<file path="src/rtl/core/cmac_pkg.sv">
// Shared types, constants and AES helper functions for the CMAC engine.
package cmac_pkg;

   localparam logic [1:0] CSR_KEY_HIGH = 2'd0;
   localparam logic [1:0] CSR_KEY_LOW  = 2'd1;
   localparam logic [1:0] CSR_IV_HIGH  = 2'd2;
   localparam logic [1:0] CSR_IV_LOW   = 2'd3;

   localparam logic [7:0] GF_REDUCE = 8'h87;
   localparam logic [7:0] PAD_BYTE  = 8'h80;
   localparam logic [4:0] FULL_BYTES = 5'd16;

   // One classified block as it travels from the front end to the back end.
   typedef struct packed {
      logic [127:0] data;      // padded message block, subkey not yet applied
      logic         use_k1;
      logic         use_k2;
      logic         restart;
      logic         final_block;
   } blk_type;

   function automatic logic [7:0] sbox(input logic [7:0] a);
      logic [7:0] t [0:255];
      t = '{
      8'h63,8'h7c,8'h77,8'h7b,8'hf2,8'h6b,8'h6f,8'hc5,8'h30,8'h01,8'h67,8'h2b,8'hfe,8'hd7,8'hab,8'h76,
      8'hca,8'h82,8'hc9,8'h7d,8'hfa,8'h59,8'h47,8'hf0,8'had,8'hd4,8'ha2,8'haf,8'h9c,8'ha4,8'h72,8'hc0,
      8'hb7,8'hfd,8'h93,8'h26,8'h36,8'h3f,8'hf7,8'hcc,8'h34,8'ha5,8'he5,8'hf1,8'h71,8'hd8,8'h31,8'h15,
      8'h04,8'hc7,8'h23,8'hc3,8'h18,8'h96,8'h05,8'h9a,8'h07,8'h12,8'h80,8'he2,8'heb,8'h27,8'hb2,8'h75,
      8'h09,8'h83,8'h2c,8'h1a,8'h1b,8'h6e,8'h5a,8'ha0,8'h52,8'h3b,8'hd6,8'hb3,8'h29,8'he3,8'h2f,8'h84,
      8'h53,8'hd1,8'h00,8'hed,8'h20,8'hfc,8'hb1,8'h5b,8'h6a,8'hcb,8'hbe,8'h39,8'h4a,8'h4c,8'h58,8'hcf,
      8'hd0,8'hef,8'haa,8'hfb,8'h43,8'h4d,8'h33,8'h85,8'h45,8'hf9,8'h02,8'h7f,8'h50,8'h3c,8'h9f,8'ha8,
      8'h51,8'ha3,8'h40,8'h8f,8'h92,8'h9d,8'h38,8'hf5,8'hbc,8'hb6,8'hda,8'h21,8'h10,8'hff,8'hf3,8'hd2,
      8'hcd,8'h0c,8'h13,8'hec,8'h5f,8'h97,8'h44,8'h17,8'hc4,8'ha7,8'h7e,8'h3d,8'h64,8'h5d,8'h19,8'h73,
      8'h60,8'h81,8'h4f,8'hdc,8'h22,8'h2a,8'h90,8'h88,8'h46,8'hee,8'hb8,8'h14,8'hde,8'h5e,8'h0b,8'hdb,
      8'he0,8'h32,8'h3a,8'h0a,8'h49,8'h06,8'h24,8'h5c,8'hc2,8'hd3,8'hac,8'h62,8'h91,8'h95,8'he4,8'h79,
      8'he7,8'hc8,8'h37,8'h6d,8'h8d,8'hd5,8'h4e,8'ha9,8'h6c,8'h56,8'hf4,8'hea,8'h65,8'h7a,8'hae,8'h08,
      8'hba,8'h78,8'h25,8'h2e,8'h1c,8'ha6,8'hb4,8'hc6,8'he8,8'hdd,8'h74,8'h1f,8'h4b,8'hbd,8'h8b,8'h8a,
      8'h70,8'h3e,8'hb5,8'h66,8'h48,8'h03,8'hf6,8'h0e,8'h61,8'h35,8'h57,8'hb9,8'h86,8'hc1,8'h1d,8'h9e,
      8'he1,8'hf8,8'h98,8'h11,8'h69,8'hd9,8'h8e,8'h94,8'h9b,8'h1e,8'h87,8'he9,8'hce,8'h55,8'h28,8'hdf,
      8'h8c,8'ha1,8'h89,8'h0d,8'hbf,8'he6,8'h42,8'h68,8'h41,8'h99,8'h2d,8'h0f,8'hb0,8'h54,8'hbb,8'h16};
      return t[a];
   endfunction

   function automatic logic [7:0] xt(input logic [7:0] a);
      return {a[6:0], 1'b0} ^ (a[7] ? 8'h1b : 8'h00);
   endfunction

   // Byte i of a 128-bit word, byte 0 in the top bits.
   function automatic logic [7:0] byte_of(input logic [127:0] w, input int i);
      return w[127 - 8 * i -: 8];
   endfunction

   // Next round key from the current one.
   function automatic logic [127:0] key_step(input logic [127:0] k, input logic [7:0] rcon);
      logic [7:0] b [0:15];
      logic [127:0] r;
      for (int i = 0; i < 16; i++) b[i] = byte_of(k, i);
      b[0] = b[0] ^ sbox(b[13]) ^ rcon;
      b[1] = b[1] ^ sbox(b[14]);
      b[2] = b[2] ^ sbox(b[15]);
      b[3] = b[3] ^ sbox(b[12]);
      for (int i = 4; i < 16; i++) b[i] = b[i] ^ b[i - 4];
      for (int i = 0; i < 16; i++) r[127 - 8 * i -: 8] = b[i];
      return r;
   endfunction

   // One AES round without the key addition; MixColumns skipped on the last round.
   function automatic logic [127:0] round_core(input logic [127:0] st, input logic last);
      logic [7:0] s [0:15];
      logic [7:0] t [0:15];
      logic [7:0] a0, a1, a2, a3, x;
      logic [127:0] r;
      for (int i = 0; i < 16; i++) s[i] = sbox(byte_of(st, i));
      for (int c = 0; c < 4; c++)
         for (int i = 0; i < 4; i++) t[i + 4 * c] = s[i + 4 * ((c + i) & 3)];
      if (!last) begin
         for (int c = 0; c < 4; c++) begin
            a0 = t[4 * c]; a1 = t[4 * c + 1]; a2 = t[4 * c + 2]; a3 = t[4 * c + 3];
            x = a0 ^ a1 ^ a2 ^ a3;
            t[4 * c]     = a0 ^ x ^ xt(a0 ^ a1);
            t[4 * c + 1] = a1 ^ x ^ xt(a1 ^ a2);
            t[4 * c + 2] = a2 ^ x ^ xt(a2 ^ a3);
            t[4 * c + 3] = a3 ^ x ^ xt(a3 ^ a0);
         end
      end
      for (int i = 0; i < 16; i++) r[127 - 8 * i -: 8] = t[i];
      return r;
   endfunction

   // Doubling in GF(2^128).
   function automatic logic [127:0] gf_dbl(input logic [127:0] a);
      return {a[126:0], 1'b0} ^ {120'd0, (a[127] ? GF_REDUCE : 8'h00)};
   endfunction

endpackage

</file>
<file path="src/rtl/core/cmac_front.sv">
// Front end: accepts request blocks, applies padding and selects the subkey.
module cmac_front
   import cmac_pkg::*;
(
   input  logic         clock,
   input  logic         reset,
   input  logic         req_valid,
   output logic         req_stall,
   input  logic [63:0]  req_block_high,
   input  logic [63:0]  req_block_low,
   input  logic [4:0]   req_valid_bytes,
   input  logic         req_final_block,
   input  logic         req_restart,
   output logic         q_valid,
   output blk_type      q_data,
   input  logic         q_pop
);
   localparam int Depth = 2;

   blk_type     mem_ff [Depth];
   blk_type     mem_in;
   logic [0:0]  wr_ptr_ff, wr_ptr_in, rd_ptr_ff, rd_ptr_in;
   logic [1:0]  count_ff, count_in;
   logic        push;
   logic [127:0] raw, padded;
   logic        partial;

   // Pad a partial final block with one marker byte and zeros.
   always_comb begin
      raw = {req_block_high, req_block_low};
      partial = req_final_block && (req_valid_bytes < FULL_BYTES);
      padded = raw;
      if (partial) begin
         for (int i = 0; i < 16; i++) begin
            if (i == int'(req_valid_bytes)) padded[127 - 8 * i -: 8] = PAD_BYTE;
            else if (i > int'(req_valid_bytes)) padded[127 - 8 * i -: 8] = 8'h00;
         end
      end
      mem_in.data        = padded;
      mem_in.use_k1      = req_final_block && !partial;
      mem_in.use_k2      = partial;
      mem_in.restart     = req_restart;
      mem_in.final_block = req_final_block;
   end

   // Short queue between the front and back ends.
   assign req_stall = (count_ff == 2'(Depth));
   assign push      = req_valid && !req_stall;
   assign q_valid   = (count_ff != 2'd0);
   assign q_data    = mem_ff[rd_ptr_ff];
   assign wr_ptr_in = push ? wr_ptr_ff + 1'b1 : wr_ptr_ff;
   assign rd_ptr_in = q_pop ? rd_ptr_ff + 1'b1 : rd_ptr_ff;
   assign count_in  = count_ff + 2'(push) - 2'(q_pop);

   always_ff @(posedge clock) begin
      if (reset) begin
         wr_ptr_ff <= '0;
         rd_ptr_ff <= '0;
         count_ff  <= '0;
      end else begin
         wr_ptr_ff <= wr_ptr_in;
         rd_ptr_ff <= rd_ptr_in;
         count_ff  <= count_in;
      end
   end

   always_ff @(posedge clock) begin
      if (push) mem_ff[wr_ptr_ff] <= mem_in;
   end
endmodule

</file>
<file path="config.mk">
export PLATFORM = sky130hd
export DESIGN_NAME = cmac_front
export DESIGN_NICKNAME = d
export VERILOG_FILES = /design/src/rtl/core/cmac_pkg.sv /design/src/rtl/core/cmac_front.sv
export SDC_FILE = /design/constraint.sdc
export NUM_CORES = 1
export LEC_CHECK = 0
export BUFFER_PORTS_ARGS = -buffer_cell sky130_fd_sc_hd__buf_2
export CORE_MARGIN = 2
export CORE_UTILIZATION = 50
export CTS_CLUSTER_SIZE = 40
export DETAILED_ROUTE_END_ITERATION = 12
export PLACE_DENSITY_LB_ADDON = 0.08
export SKIP_LAST_GASP = 1
export SYNTH_ARGS = -nofsm -noshare
export SYNTH_HDL_FRONTEND = slang
export SYNTH_SLANG_ARGS = --single-unit
</file>
<file path="constraint.sdc">
create_clock -name clock -period 11.8 [get_ports clock]
set_input_delay 1.77 -clock clock [delete_from_list [all_inputs] [get_ports clock]]
set_output_delay 1.77 -clock clock [all_outputs]
set_load 0.02 [all_outputs]
</file>
==> results of run 1 <==
==> layer usage <==
metal  routed length (µm)  track usage  vias up
li1                     -            -     2920
met1                 8936       0.2341     2976
met2                11380       0.3330      219
met3                 2065      0.05843       40
met4                  518      0.06075        0
met5                    0            0        -
==> worst max-delay path, cell delays in order, from the launching register on <==
cell and delay [ns]:
sky130_fd_sc_hd__dfxtp_4 0.83, sky130_fd_sc_hd__buf_4 0.88, sky130_fd_sc_hd__mux2_2 0.42, sky130_fd_sc_hd__buf_2 0.18
==> registers in the layout, indices dropped and copies added, names as in the netlist, named ones only <==
name	cells
rd_ptr_ff	1
count_ff	2
wr_ptr_ff	1
mem_ff	264
==> where the power goes <==
group | leakage, µW | switching, µW | internal [µW]
combinational | 0.00210 | 237 | 147
sequential | 0.00252 | 28.0 | 1170
clock | 0.000452 | 342 | 534
total | 0.00507 | 607 | 1850
==> cell families (layout without fill, tap and decap cells) <==
group | count (synthesis) | after routing
flip-flops | 269 | 269
AND/OR/NAND/NOR | 158 | 158
multiplexers | 133 | 133
AO/OA/AOI/OAI | 32 | 32
buffers and inverters | 32 | 334
adder cells (fa/ha/maj) | 2 | 2
XOR/XNOR | 2 | 2
other | 0 | 3
==> through the flow <==
stage / instances / cell area, µm²
after floorplan: 628 / 10860
after global placement: 1153 / 12480
after detailed placement: 1153 / 12480
after CTS: 1205 / 13410
after global routing: 1206 / 13410
final: 1208 / 13410
==> worst paths after layout <==
kind	startpoint	to	cells past startpoint
setup / recovery	flop	q_data[27]	3
hold / removal	wr_ptr_ff$_SDFFE_PP0P_	wr_ptr_ff$_SDFFE_PP0P_	2
setup reg to reg	count_ff[0]$_SDFF_PP0_	mem_ff[0][7]$_DFFE_PP_	5
hold reg to reg	wr_ptr_ff$_SDFFE_PP0P_	wr_ptr_ff$_SDFFE_PP0P_	2
==> cell usage in the layout (no fill, tap or decap), types with 5 or more instances in the layout <==
cell,instances
sky130_fd_sc_hd__clkbuf_16,29
sky130_fd_sc_hd__clkinv_1,8
sky130_fd_sc_hd__inv_1,5
sky130_fd_sc_hd__edfxtp_1,264
sky130_fd_sc_hd__nor2b_1,24
sky130_fd_sc_hd__a21oi_1,9
sky130_fd_sc_hd__nand2_1,16
sky130_fd_sc_hd__nand3_1,5
sky130_fd_sc_hd__buf_2,272
sky130_fd_sc_hd__clkbuf_1,6
sky130_fd_sc_hd__o21ai_0,13
sky130_fd_sc_hd__mux2_2,133
sky130_fd_sc_hd__clkinv_2,5
sky130_fd_sc_hd__and2b_1,7
sky130_fd_sc_hd__and2_1,87
sky130_fd_sc_hd__nor2_1,8
==> final cells by class <==
class                           instances  area (µm²)
Antenna cell                            3       7.507
Clock buffer                           35       748.2
Clock inverter                         17       178.9
Fill cell                            1614        7740
Inverter                                7       31.28
Multi-Input combinational cell        327        2689
Sequential cell                       269        8031
Tap cell                              275       344.1
Timing Repair Buffer                  275        1384
==> results summary, run 1 <==
The run finished with clean final reports. Clock tree synthesis selected as its root buffer the cell sky130_fd_sc_hd__clkbuf_16. The post-cts resize count came out at 0. STA classifies the critical path endpoint as an output port.

The number of vias in the routed layout came out at 6155. The all-layer global routing usage is 0.1933. The utilization after layout is 0.6341. The global placer's final weighted congestion is 0.7602. After synthesis, the largest family of logic cells by area is multiplexers. The count of flip-flops with a built-in enable after synthesis came out at 264. The starting density of the core is 0.5133.

The highest fanout seen on the critical path is 76. Once routing completed, OpenROAD measured the worst setup slack at 7.036 ns. The final routed wire length divided by cell count came out at 18.95 µm. The post-route minimum period came out at 4.764 ns.

The x dimension of the die came out at 151.4 µm. The data arrival time of the critical path is 2.99 ns. The first global-routing pass estimated 33730 µm of wire.

Wires add up to 22900 µm. The max capacitance violation total came out at 0. The maximum achievable frequency is 0.2099 GHz. The Yosys warning count is 0. The share of flip-flops with an asynchronous set or reset after synthesis is 0.

The total half-perimeter wirelength after legalization and detailed placement is 15400 µm. In the synthesized netlist, the number of instances is 628. The netlist uses 35 different library cells. The power density normalized to cell area came out at 183.0 mW/mm².

The completed layout was analyzed and its total power is 2454 µW. The share of the clock period used by the worst path after layout is 0.4037. The post-synthesis simple-gate area fraction came out at 0.08746.

The number of max-slew violations in the final report was 0. The worst setup slack for register-to-register paths is 9.03 ns. The normalized max-slew margin is 0.3101. The post-placement setup slack came out at 7.565 ns.

The number of setup violations in the final report is 0. The relative area change from synthesis to final layout is 23.54%. The setup total negative slack is 0 ns.

The number of antenna violations at the first check in global routing is 3. The ratio of routed vias to standard cells came out at 5.095. The dominant synthesized flop cell is sky130_fd_sc_hd__edfxtp_1. The final hold slack is 0.5010 ns. Of the post-synthesis cell area, the dominant cell type holds 0.7301. The first-pass iteration count of the detailed router is 4. The area fraction in compound gates after synthesis is 0.01740. The vertical die dimension came out at 151.4 µm. The final antenna-violating net count is 0. The register bit total from synthesis came out at 269. The most common cell in the synthesized netlist is sky130_fd_sc_hd__edfxtp_1. The multiplexer area fraction after synthesis is 0.1379.

The maximum number of pins on one net before global-route repair came out at 77. The clock tree from TritonCTS is yes. The via count of the first global-routing pass is 6505.

The post-synthesis sequential area ratio is 0.7393. The die covers 0.02291 mm². The maximum resistive drop on vdd came out at 112.3 µV. The post-synthesis share of cell area spent on xor and xnor gates came out at 0.001613. The leakage power of the design came out at 0.005073 µW. Setup repair after global routing left no endpoint under its margin. After detailed routing, the number of remaining DRC violations is 0.

The number of nets in the final layout is 1049. The post-synthesis instance area is 0.01086 mm². The TritonCTS sink count is 269. The standard-cell row count is 53. The number of buffers inserted by port buffering is 272. STA classifies the critical path startpoint as a flop. The critical path is of the flop to output port type. The path class of the tightest hold or removal check is flop to flop. CTS built an H-tree with a depth of 1. The clock network latency to the later pin of the worst-skew pair is 0.53 ns. In the post-synthesis netlist, the biggest area contributors are sky130_fd_sc_hd__edfxtp_1 (73%), sky130_fd_sc_hd__mux2_2 (14%), sky130_fd_sc_hd__and2_1 (5.0%).

The I/O pin count is 273. Between clock sinks in the finished design, the worst skew comes to 0.007629 ns. The number of setup buffers added after CTS is 0.

Of all cell types, the one taking the most synthesized area is sky130_fd_sc_hd__edfxtp_1. The initial detailed-routing violation count came out at 266. The register clock-pin slew on the reported worst setup and hold paths is 0.06 ns. The fraction of the mapped netlist area in adder cells came out at 0.002305. The leftover overflow at the end of global routing is 0. The worst path required time is 10.03 ns. The number of CTS-inserted buffers came out at 28. The transition time at the pin with the least slew margin came out at 1.035 ns. Each instance of the synthesized netlist takes up on average 17.29 µm².

The fraction of layout cells with a size suffix above 1 is 0.4882. The number of nets handed over by synthesis was 769. In the synthesized netlist, the cells that appear most often are sky130_fd_sc_hd__edfxtp_1 (264), sky130_fd_sc_hd__mux2_2 (133), sky130_fd_sc_hd__and2_1 (87), sky130_fd_sc_hd__nor2b_1 (24), sky130_fd_sc_hd__buf_2 (19). The total count of hold-check failures in the final report came out at 0. The maximum buffer depth of the clock tree is 3.

The placeable core region came out at 0.02115 mm². The hold-fix buffer count after cts came out at 0.
(Power assumes the default switching activity.)
==> run 2, diff against run 1 <==
--- a/config.mk
+++ b/config.mk
@@ -7,7 +7,7 @@
 export LEC_CHECK = 0
 export BUFFER_PORTS_ARGS = -buffer_cell sky130_fd_sc_hd__buf_2
 export CORE_MARGIN = 2
-export CORE_UTILIZATION = 50
+export CORE_UTILIZATION = 48
 export CTS_CLUSTER_SIZE = 40
 export DETAILED_ROUTE_END_ITERATION = 12
 export PLACE_DENSITY_LB_ADDON = 0.08
==> constraint.sdc (replaced) <==
create_clock -name clock -period 4.02 [get_ports clock]
set_input_delay 0.603 -clock clock [delete_from_list [all_inputs] [get_ports clock]]
set_output_delay 0.603 -clock clock [all_outputs]
set_load 0.02 [all_outputs]
==> run 2 against run 1 <==
Net effect:
- global-route usage fell by 0.79 points
- sequential cell count did not move
- die area rose by 4.1%
- sequential power rose to 2.9 times the previous value
- wire length fell by 0.55%
- register-to-register slack got worse by 7.1 ns
- largest cell class unchanged
==> results summary, run 2 (synthesis gave the netlist of run 1 again) <==
Setup total negative slack on the finished layout was measured at 0 ns. Total power for the finished layout comes to 7012 µW. The number of max-slew violations in the final report came out at 0. STA puts the critical path data arrival time at 2.39 ns. The relative area change from synthesis to final layout is 23.63%.

After legalization and detailed placement, the total HPWL measured 15380 µm. The global placer's final weighted congestion came out at 0.7352. The vertical die dimension came out at 154.4 µm. The x dimension of the die came out at 154.4 µm.

The run finished with clean final reports. The placeable core region is 0.02243 mm². The starting density of the core came out at 0.4840. The worst hold path belongs to the class input pin to flop. The global routing met2 resource utilization came out at 0.3197. The register clock-pin slew on the reported worst setup and hold paths came out at 0.06 ns.

Counting every sink on the clock net gives 269. The routing usage on met3 came out at 0.04931. The maximum buffer depth of the clock tree came out at 3.

In the routed design, unresolved DRC markers number 0. The utilization after layout is 0.5984. Summed over all layers, the global routing overflow is 0. The overall routed net length is 22770 µm. IR analysis of the VDD net gives a maximum drop of 371.4 µV.

The I/O pin count is 273. The final clock skew is 0.008143 ns. The total count of hold-check failures in the final report is 0. The standard-cell row count is 55. The number of nets in the final layout came out at 1055. Counting flops per register, the top entry is mem_ff.

The number of post-CTS setup repair buffers came out at 0. Dividing total power by cell area gives a power density of 522.3 mW/mm². For this design, the slowest cell found on the critical path is sky130_fd_sc_hd__dfxtp_4. The number of antenna violations at the first check in global routing is 6. For the worst setup path, the data required time is 3.42 ns. The root buffer cell chosen for the clock tree is sky130_fd_sc_hd__clkbuf_16.

Entering global routing, the biggest net connects 74 pins. The number of setup violations in the final report came out at 0. The number of vias in the routed layout is 6144. The die covers 0.02384 mm². The post-cts resize count came out at 0. The maximum achievable frequency came out at 0.3343 GHz. The highest fanout seen on the critical path is 60.

The analysis attributes to cell leakage a power of 0.005069 µW. Hold repair after CTS inserted 0 buffers. In the final routed layout, each cell accounts on average for 18.63 µm.

In this run the number of H-tree levels came out at 1. Leaving out fill and tap cells, the most frequent cells in the layout are sky130_fd_sc_hd__buf_2 (272), sky130_fd_sc_hd__edfxtp_1 (264), sky130_fd_sc_hd__mux2_2 (133). Along the worst hold path, the cell count comes to 1. The critical path is of the flop to output port type. The normalized max-slew margin is 0.4615.

TritonCTS built the clock tree. Across every metal layer, demand over resource in global routing totals 0.1854. The number of buffers inserted by port buffering came out at 272. The layer carrying the most global-route usage is met2. The max capacitance violation total is 0. The transition time at the pin with the least slew margin is 0.8078 ns. The ratio of routed vias to standard cells came out at 5.028.

The detail route stage leaves a number of antenna-violating nets equal to 0. The initial detailed-routing violation count is 297. Setup repair after global routing left no endpoint under its margin. The maximum cell stage delay along the critical path came out at 0.81 ns.

The depth of the worst register-to-register path is 5. The critical path goes through buf_12, mux2_2, buf_2. The most common cell after layout, fill and taps aside is sky130_fd_sc_hd__buf_2.

The register with the most flip-flops in the layout has 264 of them. The number of CTS-inserted buffers came out at 28. The clock period could shrink to 2.991 ns.

Of the cells placed in the final design, the portion with a size suffix greater than 1 is 0.4903. The finished layout holds 1222 standard cells, fillers aside. In this run, placement finished with an instance count of 1169. STA classifies the critical path endpoint as an output port. The clock network latency to the later pin of the worst-skew pair came out at 0.52 ns. In the final layout, the registers with the most flip-flops are mem_ff x264, count_ff x2. The share of the clock period used by the worst path after layout is 0.7441. The first-pass iteration count of the detailed router is 4.

The first global-routing pass estimated 34400 µm of wire. The via count of the first global-routing pass is 6474. For this run, global-route usage on met1 was measured as 0.2263. The worst setup path is launched from a flop.
-- run 2: cell count changes in the layout (fill, tap and decap cells not counted), moves of 2 or more --
cell / previous run / this run
sky130_fd_sc_hd__buf_4: 3 / 6
sky130_fd_sc_hd__diode_2: 3 / 5
sky130_fd_sc_hd__clkinv_1: 8 / 4
sky130_fd_sc_hd__bufinv_16: 4 / 1
sky130_fd_sc_hd__clkbuf_1: 6 / 9
sky130_fd_sc_hd__buf_12: 0 / 3
-- run 2: stage by stage --
stage | hold slack, ns | area [µm²] | setup slack [ns]
after floorplan | 0.4515 | 10860 | 0.8679
after global placement | 0.4741 | 12570 | 1.415
after detailed placement | 0.4916 | 12570 | 1.305
after CTS | 0.2472 | 13410 | 0.9901
after global routing | 0.2570 | 13420 | 0.9036
final | 0.2683 | 13420 | 1.029
-- run 2: worst paths after layout --
kind                                             start  slack [ns]                      end
worst max-delay path                              flop        1.03               q_data[81]
worst min-delay path                       req_restart        0.27   mem_ff[1][1]$_DFFE_PP_
worst max register to register  count_ff[0]$_SDFF_PP0_        1.93  mem_ff[0][87]$_DFFE_PP_
worst min register to register  wr_ptr_ff$_SDFFE_PP0P_        0.49   wr_ptr_ff$_SDFFE_PP0P_
-- run 2: worst max-delay path, delay by kind of cell (launching register included) --
kind	cells	cell delay, ns
DFF	1	0.81
buffers and inverters	2	0.54
muxes	1	0.40
-- run 2: layout make-up --
cell class | count | area [µm²]
multi-input cells | 327 | 2689
fillers | 1795 | 9010
clock buffers | 38 | 759.5
clock inverters | 10 | 78.83
inverters | 7 | 30.03
well taps | 285 | 356.6
repair buffers | 281 | 1466
flip-flops and latches | 269 | 8031
diodes | 5 | 12.51
-- run 2: metal layers --
layer  vias to the layer above  wire length [µm]
met1                      2978              9213
met2                       195             11300
met3                        47              1515
met4                         2               727
li1                       2922                 -
met5                         -                13
-- run 2: power breakdown --
part | leakage [µW] | total, µW | switching (µW) | internal (µW)
combinational | 0.00214 | 1150 | 702 | 447
clock | 0.000411 | 2370 | 990 | 1380
sequential | 0.00252 | 3490 | 76.8 | 3420
total | 0.00507 | 7010 | 1770 | 5240
